[src/hdl/assert_macros.svh]
// Assertion macros shared by the RTL of the sliding window median and mean unit.
// Defining NO_ASSERTIONS removes every checked property from the build.
`ifndef ASSERT_MACROS_SVH
`define ASSERT_MACROS_SVH

`ifndef NO_ASSERTIONS

`define SWMM_ASSERT_ALWAYS(label, clk, rstn, expr) \
    label: assert property (@(posedge clk) disable iff (!(rstn)) (expr)) \
        else $error("assertion failed");

`define SWMM_ASSERT_NEXT(label, clk, rstn, ante, cons) \
    label: assert property (@(posedge clk) disable iff (!(rstn)) (ante) |=> (cons)) \
        else $error("assertion failed");

`else

`define SWMM_ASSERT_ALWAYS(label, clk, rstn, expr)

`define SWMM_ASSERT_NEXT(label, clk, rstn, ante, cons)

`endif

`endif

[src/hdl/swmm_pkg.sv]
// Package of the sliding window median and mean unit: widths, defaults and
// the link record passed between neighboring sorting cells. No dependencies.
`default_nettype none

package swmm_pkg;

    localparam int SAMPLE_W       = 16;
    localparam int WINDOW_DEFAULT = 5;

    typedef struct packed {
        logic [SAMPLE_W-1:0] value;
        logic                above;
        logic                del_seen;
    } link_t;

endpackage

`default_nettype wire

[src/hdl/swmm_cell.sv]
// One cell of the sorted window: a sample and its age, updated from both neighbors.
// Depends on swmm_pkg.
`default_nettype none

module swmm_cell #(
    parameter int AGE_W    = 3,
    parameter int INIT_AGE = 0,
    parameter int LAST_AGE = 4
) (
    input  logic                                aclk,
    input  logic                                aresetn,
    input  logic                                shift_en,
    input  logic signed [swmm_pkg::SAMPLE_W-1:0] new_sample,
    input  swmm_pkg::link_t                     left_link,
    input  logic [AGE_W-1:0]                    left_age,
    input  swmm_pkg::link_t                     right_link,
    input  logic [AGE_W-1:0]                    right_age,
    output swmm_pkg::link_t                     out_link,
    output logic [AGE_W-1:0]                    out_age
);
    import swmm_pkg::*;

    logic signed [SAMPLE_W-1:0] value_reg;
    logic signed [SAMPLE_W-1:0] value_next;
    logic [AGE_W-1:0]           age_reg;
    logic [AGE_W-1:0]           age_next;
    logic                       above;
    logic                       is_oldest;

    assign above     = value_reg > new_sample;
    assign is_oldest = age_reg == AGE_W'(LAST_AGE);

    always_comb begin
        value_next = value_reg;
        age_next   = age_reg + AGE_W'(1);
        if (left_link.del_seen) begin
            if (!right_link.above) begin
                value_next = $signed(right_link.value);
                age_next   = right_age + AGE_W'(1);
            end else if (!above) begin
                value_next = new_sample;
                age_next   = '0;
            end
        end else if (is_oldest) begin
            if (!right_link.above) begin
                value_next = $signed(right_link.value);
                age_next   = right_age + AGE_W'(1);
            end else if (!left_link.above) begin
                value_next = new_sample;
                age_next   = '0;
            end else begin
                value_next = $signed(left_link.value);
                age_next   = left_age + AGE_W'(1);
            end
        end else if (above) begin
            if (!left_link.above) begin
                value_next = new_sample;
                age_next   = '0;
            end else begin
                value_next = $signed(left_link.value);
                age_next   = left_age + AGE_W'(1);
            end
        end
    end

    always_ff @(posedge aclk) begin
        if (!aresetn) begin
            value_reg <= '0;
            age_reg   <= AGE_W'(INIT_AGE);
        end else if (shift_en) begin
            value_reg <= value_next;
            age_reg   <= age_next;
        end
    end

    assign out_link.value    = value_reg;
    assign out_link.above    = above;
    assign out_link.del_seen = left_link.del_seen | is_oldest;
    assign out_age           = age_reg;

endmodule

`default_nettype wire

[src/hdl/swmm_div.sv]
// Divides the window sum by the window length with a reciprocal multiply.
// One registered product stage; depends on swmm_pkg.
`default_nettype none

module swmm_div #(
    parameter int WINDOW = swmm_pkg::WINDOW_DEFAULT,
    parameter int SUM_W  = 20
) (
    input  logic                                aclk,
    input  logic                                step_en,
    input  logic signed [SUM_W-1:0]             sum_in,
    output logic signed [swmm_pkg::SAMPLE_W-1:0] mean_out
);
    import swmm_pkg::*;

    localparam int LOG_W  = (WINDOW > 1) ? $clog2(WINDOW) : 0;
    localparam int MAG_W  = SUM_W - 1;
    localparam int SHIFT  = MAG_W + LOG_W;
    localparam int MULT_W = MAG_W + 1;
    localparam int PROD_W = MAG_W + MULT_W;
    localparam logic [MULT_W-1:0] MULT =
        MULT_W'(((64'd1 << SHIFT) + 64'(WINDOW) - 64'd1) / 64'(WINDOW));

    logic [SUM_W-1:0]    neg_sum;
    logic [MAG_W-1:0]    magnitude;
    logic [PROD_W-1:0]   prod_reg;
    logic                neg_reg;
    logic [SAMPLE_W-1:0] quotient;

    assign neg_sum   = -sum_in;
    assign magnitude = sum_in[SUM_W-1] ? neg_sum[MAG_W-1:0] : sum_in[MAG_W-1:0];

    always_ff @(posedge aclk) begin
        if (step_en) begin
            prod_reg <= PROD_W'(magnitude) * PROD_W'(MULT);
            neg_reg  <= sum_in[SUM_W-1];
        end
    end

    assign quotient = prod_reg[SHIFT +: SAMPLE_W];
    assign mean_out = neg_reg ? $signed(-quotient) : $signed(quotient);

endmodule

`default_nettype wire

[src/hdl/sliding_window_median_mean_unit.sv]
// Sliding window median and mean unit. Each accepted sample enters a window of the
// last WINDOW samples, kept sorted in a row of cells that drop the oldest sample and
// insert the new one in one update, so the unit takes one item per clock cycle while
// m_ready does not hold the output. Median: a stage register, then the output register;
// truncated mean: the running sum, a reciprocal multiply stage, the output register.
// After reset the window holds zeros. Depends on swmm_pkg, swmm_cell, swmm_div.
`default_nettype none
`include "assert_macros.svh"

module sliding_window_median_mean_unit #(
    parameter int WINDOW = swmm_pkg::WINDOW_DEFAULT
) (
    input  logic                                aclk,
    input  logic                                aresetn,
    input  logic                                s_valid,
    output logic                                s_ready,
    input  logic signed [swmm_pkg::SAMPLE_W-1:0] s_sample,
    output logic                                m_valid,
    input  logic                                m_ready,
    output logic signed [swmm_pkg::SAMPLE_W-1:0] m_median_value,
    output logic signed [swmm_pkg::SAMPLE_W-1:0] m_mean_value
);
    import swmm_pkg::*;

    localparam int LOG_W   = (WINDOW > 1) ? $clog2(WINDOW) : 0;
    localparam int AGE_W   = (WINDOW > 1) ? $clog2(WINDOW) : 1;
    localparam int SUM_W   = SAMPLE_W + LOG_W + 1;
    localparam int MID_IDX = WINDOW / 2;

    logic                       stage_en;
    logic                       accept;
    link_t                      cell_link [WINDOW];
    logic [AGE_W-1:0]           cell_age  [WINDOW];
    logic [WINDOW-1:0]          oldest_vec;
    logic [WINDOW-1:0]          order_vec;
    logic [SAMPLE_W-1:0]        oldest_value;
    logic [SAMPLE_W-1:0]        youngest_value;
    logic signed [SUM_W-1:0]    sum_reg;
    logic signed [SUM_W-1:0]    sum_next;
    logic                       v1_reg;
    logic                       v2_reg;
    logic signed [SAMPLE_W-1:0] med2_reg;
    logic signed [SAMPLE_W-1:0] mean_q;
    logic                       m_valid_reg;
    logic signed [SAMPLE_W-1:0] m_median_value_reg;
    logic signed [SAMPLE_W-1:0] m_mean_value_reg;

    assign stage_en = !m_valid_reg || m_ready;
    assign s_ready  = stage_en;
    assign accept   = s_valid && stage_en;

    for (genvar i = 0; i < WINDOW; i++) begin : g_cell
        link_t            left_in;
        link_t            right_in;
        logic [AGE_W-1:0] left_age;
        logic [AGE_W-1:0] right_age;

        if (i == 0) begin : g_first
            assign left_in  = '{value: '0, above: 1'b0, del_seen: 1'b0};
            assign left_age = '0;
        end else begin : g_inner_left
            assign left_in  = cell_link[i-1];
            assign left_age = cell_age[i-1];
        end

        if (i == WINDOW - 1) begin : g_last
            assign right_in  = '{value: '0, above: 1'b1, del_seen: 1'b0};
            assign right_age = '0;
        end else begin : g_inner_right
            assign right_in  = cell_link[i+1];
            assign right_age = cell_age[i+1];
        end

        swmm_cell #(
            .AGE_W    (AGE_W),
            .INIT_AGE (i),
            .LAST_AGE (WINDOW - 1)
        ) u_cell (
            .aclk       (aclk),
            .aresetn    (aresetn),
            .shift_en   (accept),
            .new_sample (s_sample),
            .left_link  (left_in),
            .left_age   (left_age),
            .right_link (right_in),
            .right_age  (right_age),
            .out_link   (cell_link[i]),
            .out_age    (cell_age[i])
        );

        assign oldest_vec[i] = cell_link[i].del_seen & ~left_in.del_seen;
        assign order_vec[i]  = (i == WINDOW - 1) ? 1'b1 :
                               ($signed(cell_link[i].value) <= $signed(right_in.value));
    end

    always_comb begin
        oldest_value   = '0;
        youngest_value = '0;
        for (int i = 0; i < WINDOW; i++) begin
            oldest_value   = oldest_value | (oldest_vec[i] ? cell_link[i].value : '0);
            youngest_value = youngest_value |
                             ((cell_age[i] == '0) ? cell_link[i].value : '0);
        end
    end

    assign sum_next = sum_reg
                    + $signed({{(SUM_W-SAMPLE_W){s_sample[SAMPLE_W-1]}}, s_sample})
                    - $signed({{(SUM_W-SAMPLE_W){oldest_value[SAMPLE_W-1]}}, oldest_value});

    always_ff @(posedge aclk) begin
        if (!aresetn) begin
            sum_reg     <= '0;
            v1_reg      <= 1'b0;
            v2_reg      <= 1'b0;
            m_valid_reg <= 1'b0;
        end else if (stage_en) begin
            if (s_valid) begin
                sum_reg <= sum_next;
            end
            v1_reg      <= s_valid;
            v2_reg      <= v1_reg;
            m_valid_reg <= v2_reg;
        end
    end

    always_ff @(posedge aclk) begin
        if (stage_en) begin
            med2_reg           <= $signed(cell_link[MID_IDX].value);
            m_median_value_reg <= med2_reg;
            m_mean_value_reg   <= mean_q;
        end
    end

    swmm_div #(
        .WINDOW (WINDOW),
        .SUM_W  (SUM_W)
    ) u_div (
        .aclk     (aclk),
        .step_en  (stage_en),
        .sum_in   (sum_reg),
        .mean_out (mean_q)
    );

    assign m_valid        = m_valid_reg;
    assign m_median_value = m_median_value_reg;
    assign m_mean_value   = m_mean_value_reg;

    `SWMM_ASSERT_ALWAYS(a_one_oldest, aclk, aresetn, $onehot(oldest_vec))
    `SWMM_ASSERT_ALWAYS(a_sorted, aclk, aresetn, &order_vec)
    `SWMM_ASSERT_NEXT(a_youngest, aclk, aresetn, accept, youngest_value == $past(s_sample))

endmodule

`default_nettype wire

[config.mk]
export PLATFORM = sky130hd
export DESIGN_NAME = sliding_window_median_mean_unit
export DESIGN_NICKNAME = d
export VERILOG_FILES = /design/src/hdl/swmm_pkg.sv /design/src/hdl/swmm_cell.sv /design/src/hdl/swmm_div.sv /design/src/hdl/sliding_window_median_mean_unit.sv
export VERILOG_INCLUDE_DIRS = /design/src /design/src/hdl
export SDC_FILE = /design/constraint.sdc
export NUM_CORES = 1
export LEC_CHECK = 0
export ABC_AREA = 1
export BUFFER_PORTS_ARGS = -buffer_cell sky130_fd_sc_hd__buf_2
export CORE_MARGIN = 2
export CORE_UTILIZATION = 40
export DETAILED_ROUTE_END_ITERATION = 10
export PLACE_DENSITY_LB_ADDON = 0.08
export SYNTH_ARGS = -nofsm -noshare
export SYNTH_HDL_FRONTEND = slang
export SYNTH_HIERARCHICAL = 1
export SYNTH_SLANG_ARGS = --single-unit
[constraint.sdc]
create_clock -name aclk -period 9.3 [get_ports aclk]
set_input_delay 0.93 -clock aclk [delete_from_list [all_inputs] [get_ports aclk]]
set_output_delay 0.93 -clock aclk [all_outputs]
set_load 0.02 [all_outputs]
---- Yosys cells after proc, flatten, opt, wreduce, memory -nomap -nowiden ----
Cells that the tools add are included.
storage, ports and cells
  logic and storage cells ................. 118
  input port bits ......................... 20
  register bits after elaboration ......... 205
  output and inout bits ................... 34
cells by class
  reduce and logical (&&, ||, !) cells .... 9
  eq/ne operators ......................... 6
  muxes and demuxes ....................... 53
  $add $sub $neg .......................... 9
  multiply operators ...................... 1
  bitwise operators ....................... 16
  order comparisons ....................... 5
operator list
  kind                      number
  $mux W16                  29
  $gt A16 B16 Y1            5
  $mux W3                   23
  $or A16 B16 Y16           4
  $mul A19 B20 Y38 const B  1
  $add A20 B16 Y20          1
  $sub A20 B16 Y20          1
  $mux W19                  1
  $neg A19 Y19              1
  $neg A16 Y16              1
  $add A3 B1 Y3 const B     5
  $eq A3 B3 Y1 const B      5
  $reduce_and A2 Y1         4
  $and A1 B1 Y1             4
  $not A1 Y1                4
  $or A1 B1 Y1              4
  $reduce_bool A3 Y1        1
  $ne A2 B2 Y1 const B      1
  $reduce_bool A2 Y1        1
  $logic_and A1 B1 Y1       1
  $logic_not A1 Y1          1
  $logic_or A1 B1 Y1        1

---- Logic depth before layout (Yosys ltp) ----
  word-level depth ........................ 9
  mapped depth ............................ 35
  gate-level depth less buffers ........... 35

---- Modules after synthesis ----
Netlist, hierarchy kept.
by module, submodules not included
  module                           instances  seq. area each (um^2)  cells each  area an instance (um^2)
  swmm_div                         1          510.5                  912         7305.8
  sliding_window_median_mean_unit  1          1901.8                 520         4465.5
  swmm_cell at g_cell[4].u_cell    1          380.4                  385         2259.7
  swmm_cell at g_cell[0].u_cell    1          380.4                  352         2217.1
  swmm_cell at g_cell[1].u_cell    1          380.4                  350         2215.9
  swmm_cell at g_cell[2].u_cell    1          380.4                  350         2214.6
  swmm_cell at g_cell[3].u_cell    1          380.4                  349         2213.4

---- Worst setup path after synthesis ----
No wires, ideal clock.
  path kind ............................... register -> register
  start point ............................. register sum_reg[0]
  end point ............................... register u_div.prod_reg[26] (data pin)
  arrival time ............................ 5.939 ns
  required time ........................... 9.048 ns
  slack ................................... 3.108 ns
  setup time .............................. 0.252 ns
  buffers on the path ..................... 0
  period minus slack after synthesis ...... 6.192 ns
  stages on the path, launching flop included .. 26
  path through ............................ dfxtp_1 inv_1 ha_1 inv_2 nor2_2 nand2_1 o31ai_1 xor2_1 ha_1 fa_1 inv_1 fa_1 inv_1 fa_1 inv_1 fa_1 fa_1 inv_1 ha_1 a21o_1 a21oi_1 a21boi_0 a21boi_1 nand2_1 nand2_1 nand2_1
between the ends
  longest elaborated chain between the ends .. 3
ends and longest elaborated chain
  what                    RTL line                                source
  start, declared         sliding_window_median_mean_unit.sv:38   logic signed [SUM_W-1:0] sum_reg;
  start signal, assigned  sliding_window_median_mean_unit.sv:118  sum_reg <= sum_next;
  $neg A19 Y19            swmm_div.sv:30                          assign neg_sum = -sum_in;
  $mux W19 *              swmm_div.sv:31                          assign magnitude = sum_in[SUM_W-1] ? neg_sum[MAG_W-1:0] : sum_in[MAG_W-1:0];
  $mul A19 B20 Y38 *      swmm_div.sv:35                          prod_reg <= PROD_W'(magnitude) * PROD_W'(MULT);
  end signal, assigned    swmm_div.sv:35
  end, declared           swmm_div.sv:26                          logic [PROD_W-1:0] prod_reg;
Mark *: on every way between the ends. The rest lies on a longest branch, timed or not.
A chain may end at the register's enable or synchronous reset.

---- Worst setup path in the final report ----
  start point ............................. register sum_reg[0]
  end point ............................... register u_div.prod_reg[36] (data pin)
Same word-level chain as after synthesis.

==> key figures <==
Logic synthesis
  • #FFs+latches synth: roughly 180
  • Asr flop ratio synth: 0%
  • Post-Syn Area per Cell: 7.11 µm²
  • Count of cell types in the netlist: 56
  • Synth top area share: between 10% and 20%
  • Synth cell count leaders: 621 x nand2_1, 580 x inv_1, 317 x a21oi_1
  • Most numerous cell in the Yosys netlist: nand2_1
  • Number of enable flip-flop cells after synthesis: 65
  • Post-synthesis instance total: 3218
  • Cell taking the most area after synthesis: ha_1
  • Main synth FF type: dfxtp_1
  • Sequential-to-total area share from yosys stat: approximately a fifth
  • Top cells by area, synth: ha_1 14%, dfxtp_1 10%, fa_1 10%
  • Post-synthesis cell area: between 0.02 and 0.025 mm²
  • Synth warnings: 6

Route
  • Detailed-route DRC error count: 0
  • 1st-iter DRT viols: a little under 2k
  • DR vias: 21.9k
  • WL/cell: about 20 µm
  • Post-DRT Antenna Nets: 0
  • First-pass DRT Iterations: 6
  • Total Wirelength: 80.1 mm
  • Vias/cell: 5.49

Critical path
  • Crit. End Element: register
  • Worst Path Required: 9.56 ns
  • R2R cell count: 28
  • Worst path most repeated cell: inv_1
  • Setup CP Type: reg -> reg
  • Crit-path max cell delay: 0.59 ns
  • Crit path max fanout: 7
  • Beginning of the critical path: sum_reg[0]
  • Startpoint types: register
  • Reg-to-Reg End: u_div/prod_reg[36]
  • FF-to-FF Start: sum_reg[0]
  • Slowest cell on the critical path: fa_1
  • CP endpoint: u_div/prod_reg[36]
  • R2R Setup Slk: 1.83 ns
  • Worst EP arrival: 7.73 ns

Hold path
  • Hold Crit Class: reg -> reg

Placement
  • I/O Buffers: 53
  • Hpwl dp: 61.0 mm
  • GP Congestion: about 0.91
  • Placed Area: between 0.02 and 0.025 mm²

CTS
  • Max Root-Sink Buffers: 2
  • TritonCTS buffer count: 17
  • H-Tree Depth: 4
  • Worst-Skew Late Latency: 0.50 ns
  • Post-CTS Resized: 0
  • Clk root buf: clkbuf_16
  • Post CTS Setup Buffer Count: 0
  • TritonCTS clock tree: done
  • Clock transition at path regs: approximately 0.080 ns
  • Hold_buf cts: 0
  • Clock Sinks: roughly 180

Timing
  • RSZ-0062 raised after global routing: no
  • # setup viols final: 0
  • Final hold vios: 0
  • Final slew viol count: 0
  • Worst slew pin tran: 0.936 ns
  • Max Clock Freq: between 0.1 and 0.15 GHz
  • Clock Skews: 0.0121 ns
  • Final Cycle Share: ~80%
  • Fin crit period: about 7.5 ns
  • Slew margin rel.: between 30 and 40%
  • Total negative slack: 0 ns

Floorplanning
  • Initial core utilization: about two fifths
  • Die Wd: 243 µm
  • # IOs: 54
  • Die ar.: 0.0592 mm²
  • DIE HEIGHT: approximately 240 µm
  • Row cnt: 87
  • Core area: ~0.056 mm²

Global routing
  • Largest net degree at the start of global routing: 77
  • Vias in the first global route: ~21k
  • Global route total overflow: 0
  • Initial antenna violation count: 2
  • Total global routing track utilization: between 20% and 30%
  • First-pass GRT wire length: about 120 mm

Cells and area
  • Number of flip-flops under the largest register name: 80
  • Util after Layout: a little over two fifths
  • Share of layout cells above drive strength 1: between 8 and 9%
  • Post-route cell area: 0.0243 mm²
  • Ant. Diodes: 0
  • Nets: 3611
  • Synth-to-layout area growth: 6.05%

Status
  • Status: finished clean

Run
  • Max-Cap Viols: 0
==> per-stage QoR <==
| stage | setup slack [ns] | std cells | hold WS, ns |
|---|---|---|---|
| after CTS | 1.85 | 3988 | 0.424 |
| final | 1.83 | 3988 | 0.422 |
| after detailed placement | 1.89 | 3956 | 0.405 |
| after floorplan | 3.11 | 3264 | 0.400 |
| after global routing | 1.43 | 3988 | 0.426 |
| after global placement | 1.88 | 3956 | 0.401 |
==> metal layers <==
layer | part of all wire [%] | vias to the layer above | track usage, %
li1 | - | 10500 | -
met1 | 45 | 10500 | 37.7
met2 | 45 | 790 | 42.3
met3 | 6.7 | 135 | 3.90
met4 | 3.1 | 2 | 9.56
met5 | 0.021 | - | 0
==> cell families after synthesis <==
group	after synthesis	share of synthesized area (%)
AOI/OAI and AO/OA	645	17.5
xor gates and xnor gates	54	2.07
adders and majority gates	372	24.2
buffers and inverters	734	12.9
DFF	183	18.8
other	2	0.0328
and+or+nand+nor	1228	24.5
==> cells in the final DEF, fill, tap and decap left out, types with 65 or more instances in the layout <==
master and instances:
ha_1 254, dfxtp_1 118, edfxtp_1 65, a211oi_1 81
o211ai_1 84, inv_1 580, nand4_1 102, nor2_1 287
nand2_1 621, fa_1 118, nand3_1 97, a21oi_1 317
==> critical path, delay by kind of cell (launching register included) <==
kind	cells	cell delay, ns
fa+ha+maj	8	3.81
simple gates	8	1.08
compound gates	4	0.81
buf+inv	7	0.75
flops	1	0.42
xor+xnor	1	0.35
==> how the worst min path moves through the flow <==
stage                 startpoint                  to  slack (ns)  cells after the start
floorplan            med2_reg[0]   m_median_value[0]        0.40                      0
global placement    med2_reg[12]  m_median_value[12]        0.40                      0
detailed placement   med2_reg[2]   m_median_value[2]        0.40                      0
CTS                  med2_reg[7]   m_median_value[7]        0.42                      0
global route         med2_reg[7]   m_median_value[7]        0.43                      0
finish               med2_reg[3]   m_median_value[3]        0.42                      0
==> cell type report <==
cell class                 count  area (µm²)
clock buffer                  17         425
clock inverter                15         151
fill                        5901       32200
inverter                     608        2300
multi-input combinational   2347       15800
sequential                   183        4310
tap                          756         946
timing repair buffer          62         335
Power is left out: the tool's default activity adds up to more than one toggle a clock period on the data nets, which glitch-free logic cannot reach.
